## src/rtl/surface_orientation_score_defines.svh

```systemverilog
// ---------------------------------------------------------------------------
// Surface orientation score: assertion macros
// Concurrent checks on the clock/reset of the including module.
// ---------------------------------------------------------------------------
`ifndef SURFACE_ORIENTATION_SCORE_DEFINES_SVH
`define SURFACE_ORIENTATION_SCORE_DEFINES_SVH

`ifndef SYNTHESIS
// check that is masked while reset is high
`define SOS_ASSERT(lbl, prop) \
   lbl: assert property (@(posedge clock) disable iff (reset) prop) \
      else $error("surface orientation check failed");
// check that holds in every cycle, reset included
`define SOS_ASSERT_ALWAYS(lbl, prop) \
   lbl: assert property (@(posedge clock) prop) \
      else $error("surface orientation check failed");
`else
`define SOS_ASSERT(lbl, prop)
`define SOS_ASSERT_ALWAYS(lbl, prop)
`endif

`endif

```

## src/rtl/sos_pkg.sv

```systemverilog
// ---------------------------------------------------------------------------
// Surface orientation score package
// Shared widths, register indexes, status codes and transaction types.
// ---------------------------------------------------------------------------
package sos_pkg;

   // component format and derived product / sum widths
   localparam int CompBits  = 16;
   localparam int ProdBits  = 2 * CompBits;
   localparam int SumBits   = 2 * CompBits + 2;
   localparam int SqrtBits  = 17;
   localparam int WideBits  = 2 * SumBits + 2 * SqrtBits + 1;

   // pixel addressing
   localparam int IdxBits   = 24;
   localparam int ColBits   = 12;
   localparam int RowBits   = 12;
   localparam int WidthBits = 13;
   localparam int MaxWidth  = 4096;

   localparam int ScoreBits = 16;
   localparam int StatBits  = 2;

   // pipeline depth: one quotient bit per stage sets the length
   localparam int Latency   = IdxBits;
   localparam int PadStages = Latency - 3 - SqrtBits;

   // configuration port
   localparam int CsrIdxBits  = 3;
   localparam int CsrDataBits = 32;
   localparam logic [CsrIdxBits-1:0] CsrRefX       = 3'd0;
   localparam logic [CsrIdxBits-1:0] CsrRefY       = 3'd1;
   localparam logic [CsrIdxBits-1:0] CsrRefZ       = 3'd2;
   localparam logic [CsrIdxBits-1:0] CsrVertical   = 3'd3;
   localparam logic [CsrIdxBits-1:0] CsrMinEnergy  = 3'd4;
   localparam logic [CsrIdxBits-1:0] CsrImageWidth = 3'd5;

   // result status codes
   localparam logic [StatBits-1:0] StOk         = 2'd0;
   localparam logic [StatBits-1:0] StRefShort   = 2'd1;
   localparam logic [StatBits-1:0] StZeroNormal = 2'd2;

   typedef struct packed {
      logic [IdxBits-1:0]         pixel_index;
      logic signed [CompBits-1:0] nrm_x;
      logic signed [CompBits-1:0] nrm_y;
      logic signed [CompBits-1:0] nrm_z;
      logic                       normal_invalid;
   } req_type;

   typedef struct packed {
      logic [ColBits-1:0]   col;
      logic [RowBits-1:0]   row;
      logic [ScoreBits-1:0] score;
      logic [StatBits-1:0]  status;
   } rsp_type;

   // settled configuration seen by the datapath
   typedef struct packed {
      logic signed [CompBits-1:0] ref_x;
      logic signed [CompBits-1:0] ref_y;
      logic signed [CompBits-1:0] ref_z;
      logic                       vertical_mode;
      logic                       ref_short;
      logic [SumBits-1:0]         ref_energy;
      logic [WidthBits-1:0]       width;
   } cfg_type;

   // magnitude of a two's complement component
   function automatic logic [CompBits-1:0] comp_mag(input logic signed [CompBits-1:0] x);
      comp_mag = x[CompBits-1] ? (~x + 1'b1) : x;
   endfunction

endpackage

```

## src/rtl/sos_divider.sv

```systemverilog
// ---------------------------------------------------------------------------
// Pixel index splitter
// Restoring divider, one quotient bit per register stage: row and column.
// ---------------------------------------------------------------------------
module sos_divider (
   input  logic                          clock,
   input  logic [sos_pkg::IdxBits-1:0]   pixel_index,
   input  logic [sos_pkg::WidthBits-1:0] width,
   output logic [sos_pkg::ColBits-1:0]   col,
   output logic [sos_pkg::RowBits-1:0]   row
);
   import sos_pkg::*;

   localparam logic [IdxBits-1:0] RowLimit = IdxBits'((1 << RowBits) - 1);

   logic [WidthBits-1:0] rem_ff [Latency];
   logic [IdxBits-1:0]   quo_ff [Latency];
   logic [IdxBits-1:0]   idx_ff [Latency-1];

   for (genvar i = 0; i < Latency; i++) begin : g_stage
      logic [WidthBits-1:0] rem_prev;
      logic [IdxBits-1:0]   quo_prev;
      logic [IdxBits-1:0]   idx_prev;
      logic [WidthBits:0]   shifted;
      logic [WidthBits:0]   diff;
      logic                 take;
      logic [WidthBits-1:0] rem_in;
      logic [IdxBits-1:0]   quo_in;

      if (i == 0) begin : g_first
         assign rem_prev = '0;
         assign quo_prev = '0;
         assign idx_prev = pixel_index;
      end else begin : g_next
         assign rem_prev = rem_ff[i-1];
         assign quo_prev = quo_ff[i-1];
         assign idx_prev = idx_ff[i-1];
      end

      // trial subtract of the width from the partial remainder
      assign shifted = {rem_prev, idx_prev[Latency-1-i]};
      assign diff    = shifted - {1'b0, width};
      assign take    = (shifted >= {1'b0, width});
      assign rem_in  = take ? diff[WidthBits-1:0] : shifted[WidthBits-1:0];
      assign quo_in  = quo_prev | (take ? (IdxBits'(1) << (Latency-1-i)) : '0);

      always_ff @(posedge clock) begin
         rem_ff[i] <= rem_in;
         quo_ff[i] <= quo_in;
      end

      if (i < Latency - 1) begin : g_idx
         always_ff @(posedge clock) begin
            idx_ff[i] <= idx_prev;
         end
      end
   end

   // remainder stays below the width, row saturates
   assign col = rem_ff[Latency-1][ColBits-1:0];
   assign row = (quo_ff[Latency-1] > RowLimit) ? RowLimit[RowBits-1:0]
                                               : quo_ff[Latency-1][RowBits-1:0];

endmodule

```

## config.mk

```make
export PLATFORM = sky130hd
export DESIGN_NAME = sos_divider
export DESIGN_NICKNAME = d
export VERILOG_FILES = /design/src/rtl/surface_orientation_score_defines.svh /design/src/rtl/sos_pkg.sv /design/src/rtl/sos_divider.sv
export SDC_FILE = /design/constraint.sdc
export NUM_CORES = 1
export LEC_CHECK = 0
export BUFFER_PORTS_ARGS = -buffer_cell sky130_fd_sc_hd__buf_4
export CAP_MARGIN = 10
export CORE_MARGIN = 2
export CORE_UTILIZATION = 45
export CTS_CLUSTER_DIAMETER = 50
export DETAILED_ROUTE_END_ITERATION = 10
export GPL_ROUTABILITY_DRIVEN = 0
export PLACE_DENSITY_LB_ADDON = 0.15
export SLEW_MARGIN = 20
export SYNTH_ARGS = -nofsm -noshare
export SYNTH_HDL_FRONTEND = slang
export SYNTH_SLANG_ARGS = --single-unit
```

## constraint.sdc

```tcl
create_clock -name clock -period 4.45 [get_ports clock]
set_input_delay 0.89 -clock clock [delete_from_list [all_inputs] [get_ports clock]]
set_output_delay 0.89 -clock clock [all_outputs]
set_load 0.1 [all_outputs]
```

# Word-level counts from Yosys, hierarchy flattened
# Memory sizes are Yosys's and may differ from the RTL's.
# Cells that the tools add are included.
# op_classes
add_sub_neg	24
n_bitwise	23
order_cmp	25
mux	49
# op_table
op	count
$mux 13	25
$ge 14x13->1	23
$sub 13x13->13	23
$or 24x24->24	4
$gt 24x12->1 const B	1
$mux 12	2
$mux 24	1
$or 24x10->24	1
$or 24x11->24	1
$or 24x12->24	1
$or 24x13->24	1
$or 24x14->24	1
$or 24x15->24	1
$or 24x16->24	1
$or 24x17->24	1
$or 24x18->24	1
$or 24x19->24	1
$or 24x20->24	1
$or 24x21->24	1
$or 24x22->24	1
$or 24x23->24	1
$or 24x5->24	1
$or 24x6->24	1
$or 24x7->24	1
25 further kinds	25
# word_totals
reg_bits	0
n_memories	3
output_inout_bits	24
elab_cells	124
ram_bits	1440
# memory_table
memory	words	word_bits	rd	rd_clocked_by_memory_dff	wr	line	source
quo_ff	24	24	24	0	24	sos_divider.sv:17	logic [IdxBits-1:0] quo_ff [Latency];
idx_ff	23	24	23	0	23	sos_divider.sv:18	logic [IdxBits-1:0] idx_ff [Latency-1];
rem_ff	24	13	24	0	24	sos_divider.sv:16	logic [WidthBits-1:0] rem_ff [Latency];

# Longest topological paths before layout
# An unclocked memory read counts as a cell.
# depth
ltp_word	4
depth_mapped	13

# Worst setup path after synthesis
# No wires, ideal clock.
# synth_path
path_kind	input port to flip-flop
startpoint	in width[2] (netlist bit)
endpoint	mem rem_ff[23][9] (netlist: rem_ff[2][100])
setup_ps	121
n_path_buf	2
t_arrival_ps	3458
cell_stages	12
setup_slack_ps	871
t_required_ps	4329
path_cell_list	inv_1 > ha_1 > nor2b_4 > o21ai_2 > a21boi_1 > o21a_1 > o311ai_2 > a21oi_1 > or4_1 > buf_2 > buf_6 > mux2_4
# synth_lines
item	line	source
start: declaration	sos_divider.sv:8	input logic [sos_pkg::WidthBits-1:0] width,
end: declaration	sos_divider.sv:16	

==> summary.md <==
| Metric | Value |
|---|---|
| Outcome | complete, no violations |
| Initial core utilization | 0.452 |
| Final WL | 70300 um |
| Actual slew at the worst max-slew pin | 1050 ps |
| Final WS setup | 1180 ps |
| DIE AREA | 0.0783 mm^2 |
| Drt first pass iters | 5 |
| Worst Skew | 53.3 ps |
| Setup TNS | 0 ps |
| Via count | 22400 |
| Hold Path Stages | 0 |
| Synth-to-Final Area Change | 16.8% |
| CP endpoint kind | register |
| Final Critical Period | 3270 ps |
| Vias in the first global route | 22600 |
| CTS Buf Count | 106 |
| Number of synthesized flops with an enable pin | 0 |
| Asr flop ratio synth | 0 |
| Seq/Total Area, Yosys | 0.519 |
| Share of cells above drive strength 1 | 0.152 |
| Syn Area/Cell | 11.0 um^2 |
| Gr usage total | 0.179 |
| Initial antenna violation count | 2 |
| Worst Hold Class | reg -> reg |
| ANT nets after route | 0 |
| DRC errors left | 0 |
| Global-route wire length before repair | 113000 um |
| Dpl cells | 4154 |
| Grt ovf | 0 |
| Estimated wirelength of the detail-placed design | 48500 um |
| H-tree depth | 3 |
| Die H | 280 um |
| Pin count of the biggest net entering global routing | 27 |
| Post-synthesis sequential element count | 887 |
| Root Buffer | clkbuf_16 |
| FP Rows | 101 |
| Synthesized area | 0.0342 mm^2 |
| Final Hold Viols | 0 |
| Slew Viols, Final | 0 |
| # IOs | 62 |
| Power per cell area | 750 mW/mm^2 |
| Ys Warns | 0 |
| Clk slew on worst S/H paths | 60 ps |
| Max Cap Viol | 0 |
| Max clock buf depth | 3 |
| Pre-CTS WS | 553 ps |
| # resized after CTS | 0 |
| VDD IR max | 0.353 mV |
| Layout fillers | 6598 |
| Initial drt markers | 1074 |
| Final Cycle Share | 0.734 |
| Width of the die | 280 um |
| Post-synthesis cell count | 3108 |
| RSZ-0062 raised after global routing | false |
| Post-CTS setup buffers | 0 |
| # port buffers | 61 |
| # clock sinks | 887 |
| Slew margin rel. | 0.299 |
| CP Class | in -> reg |
| Final #Nets | 3646 |
| Hold slack | 292 ps |
| WL/cell | 16.2 um |
| # setup viols final | 0 |
| Top FF cell, synth | dfxtp_1 |
| Crit path DAT | 3790 ps |
| Inserted Diodes | 0 |
| Mapped Nets | 3470 |
| Fmax | 306 MHz |
| Clock Latency Late Sink | 680 ps |
| Core Footprint | 0.0757 mm^2 |
| # hold bufs at CTS | 0 |
| Unique masters post-synth | 69 |
| Finished Layout Cells | 4349 |
| CTS tree | yes |
| Routed vias/inst | 5.16 |
| R2r worst-path depth | 10 |
| Type of origin of the critical path | input port |
| Worst path required time | 4970 ps |
| Leak pwr | 17.7 nW |
| CP Max Fanout | 24 |
[Yosys cell counts (5+ instances only)]
library cell    n  area (um^2)
a2111oi_4       6          165
a211o_1         7         61.3
a211oi_1       14          105
a21boi_0       16          120
a21o_1         82          616
a21oi_1       187          936
a221oi_2        8          120
a311oi_2        5         75.1
a31oi_1        23          144
and2_1         28          175
and3_1          8         50.1
and4_1         10         87.6
buf_2          22          110
clkbuf_1       18         67.6
dfxtp_1       887        17800
fa_1           23          460
ha_1          301         3770
inv_1         122          458
inv_2           6         22.5
mux2_2        150         1690
mux2_4          7          105
mux2i_1        32          320
nand2_1       190          713
nand2b_1       31          194
nand3_1        21          105
nand4_1        32          200
nor2_1        131          492
nor2b_1        48          300
nor3_1         34          170
nor3_2          8         80.1
nor3b_1         9         67.6
nor4_1          8         50.1
o21a_1         27          203
o21ai_0       248         1240
o21ai_1        13         65.1
o21bai_1       21          158
o31a_1         11         96.3
o31ai_1        17          128
or2_2          17          106
or4b_2          5         50.1
xnor2_1       119         1040
xor2_1        100          876
[power breakdown]
part           switching (W)  internal [W]
Clock                0.00357       0.00537
Sequential          0.000830       0.00980
Combinational        0.00572       0.00470
[worst max-delay path, stage by stage]
cell and delay (ps):
buf_4 290, ha_1 330, fa_1 410, nor2b_1 150
o31a_1 170, o21ai_0 90, nand2b_1 140, a31oi_1 170
or2_2 330, nand2_1 400, mux2_2 390
[through the flow]
stage                      util  cell area (um^2)  total power (W)
final                     0.528             40000           0.0300
after global routing      0.528             40000           0.0320
after CTS                 0.528             40000           0.0303
after detailed placement  0.478             36200           0.0212
after global placement    0.478             36200           0.0209
after floorplan               -             34200           0.0188
[kinds of logic (layout without fill, tap and decap cells)]
kind of cell / after synthesis / count (layout) / synth area share
flops: 887 / 887 / 0.519
mux: 190 / 190 / 0.0621
fa+ha+maj: 324 / 324 / 0.123
simple gates: 593 / 593 / 0.0862
compound gates: 726 / 726 / 0.134
buf+inv: 169 / 432 / 0.0195
xor+xnor: 219 / 219 / 0.0560
[path summary, 6_finish.rpt]
kind / from / endpoint / slack (ps)
setup / recovery: width[0] / rem_ff[1][68]$_DFF_P_ / 1180
setup reg to reg: idx_ff[2][29]$_DFF_P_ / rem_ff[2][35]$_DFF_P_ / 1430
hold reg to reg: idx_ff[0][83]$_DFF_P_ / idx_ff[0][107]$_DFF_P_ / 290
hold / removal: idx_ff[0][83]$_DFF_P_ / idx_ff[0][107]$_DFF_P_ / 290
[flip-flops by register name (all words and copies together), names as in the netlist]
name    flops
rem_ff    311
quo_ff    300
idx_ff    276
[cell usage in the layout (no fill, tap or decap), drive strengths merged, types with 31 or more instances in the layout]
master	count
mux2i	32
nand2	190
nand4	32
mux2	158
o21ai	262
nor2	131
dfxtp	887
xor2	100
inv	151
buf	109
ha	301
a21oi	187
clkbuf	125
xnor2	119
nor3	42
nand2b	31
a21o	82
nor2b	49
[metal layers]
layer | vias up | GRT usage | wire (um)
li1 | 11400 | - | -
met4 | 0 | 0.0740 | 2400
met2 | 439 | 0.320 | 34600
met3 | 181 | 0.0276 | 2680
met5 | - | 0 | 0
met1 | 10500 | 0.214 | 30600
[area by class of cell]
cell class	instances	area (um^2)	area share
flip-flops and latches	887	17800	0.444
multi-input cells	2052	15800	0.396
clock buffers	125	2810	0.0704
well taps	978	1220	0.0306
clock inverters	70	970	0.0242
repair buffers	109	931	0.0233
inverters	128	480	0.0120
No activity file was read; power rests on OpenSTA's default activity.
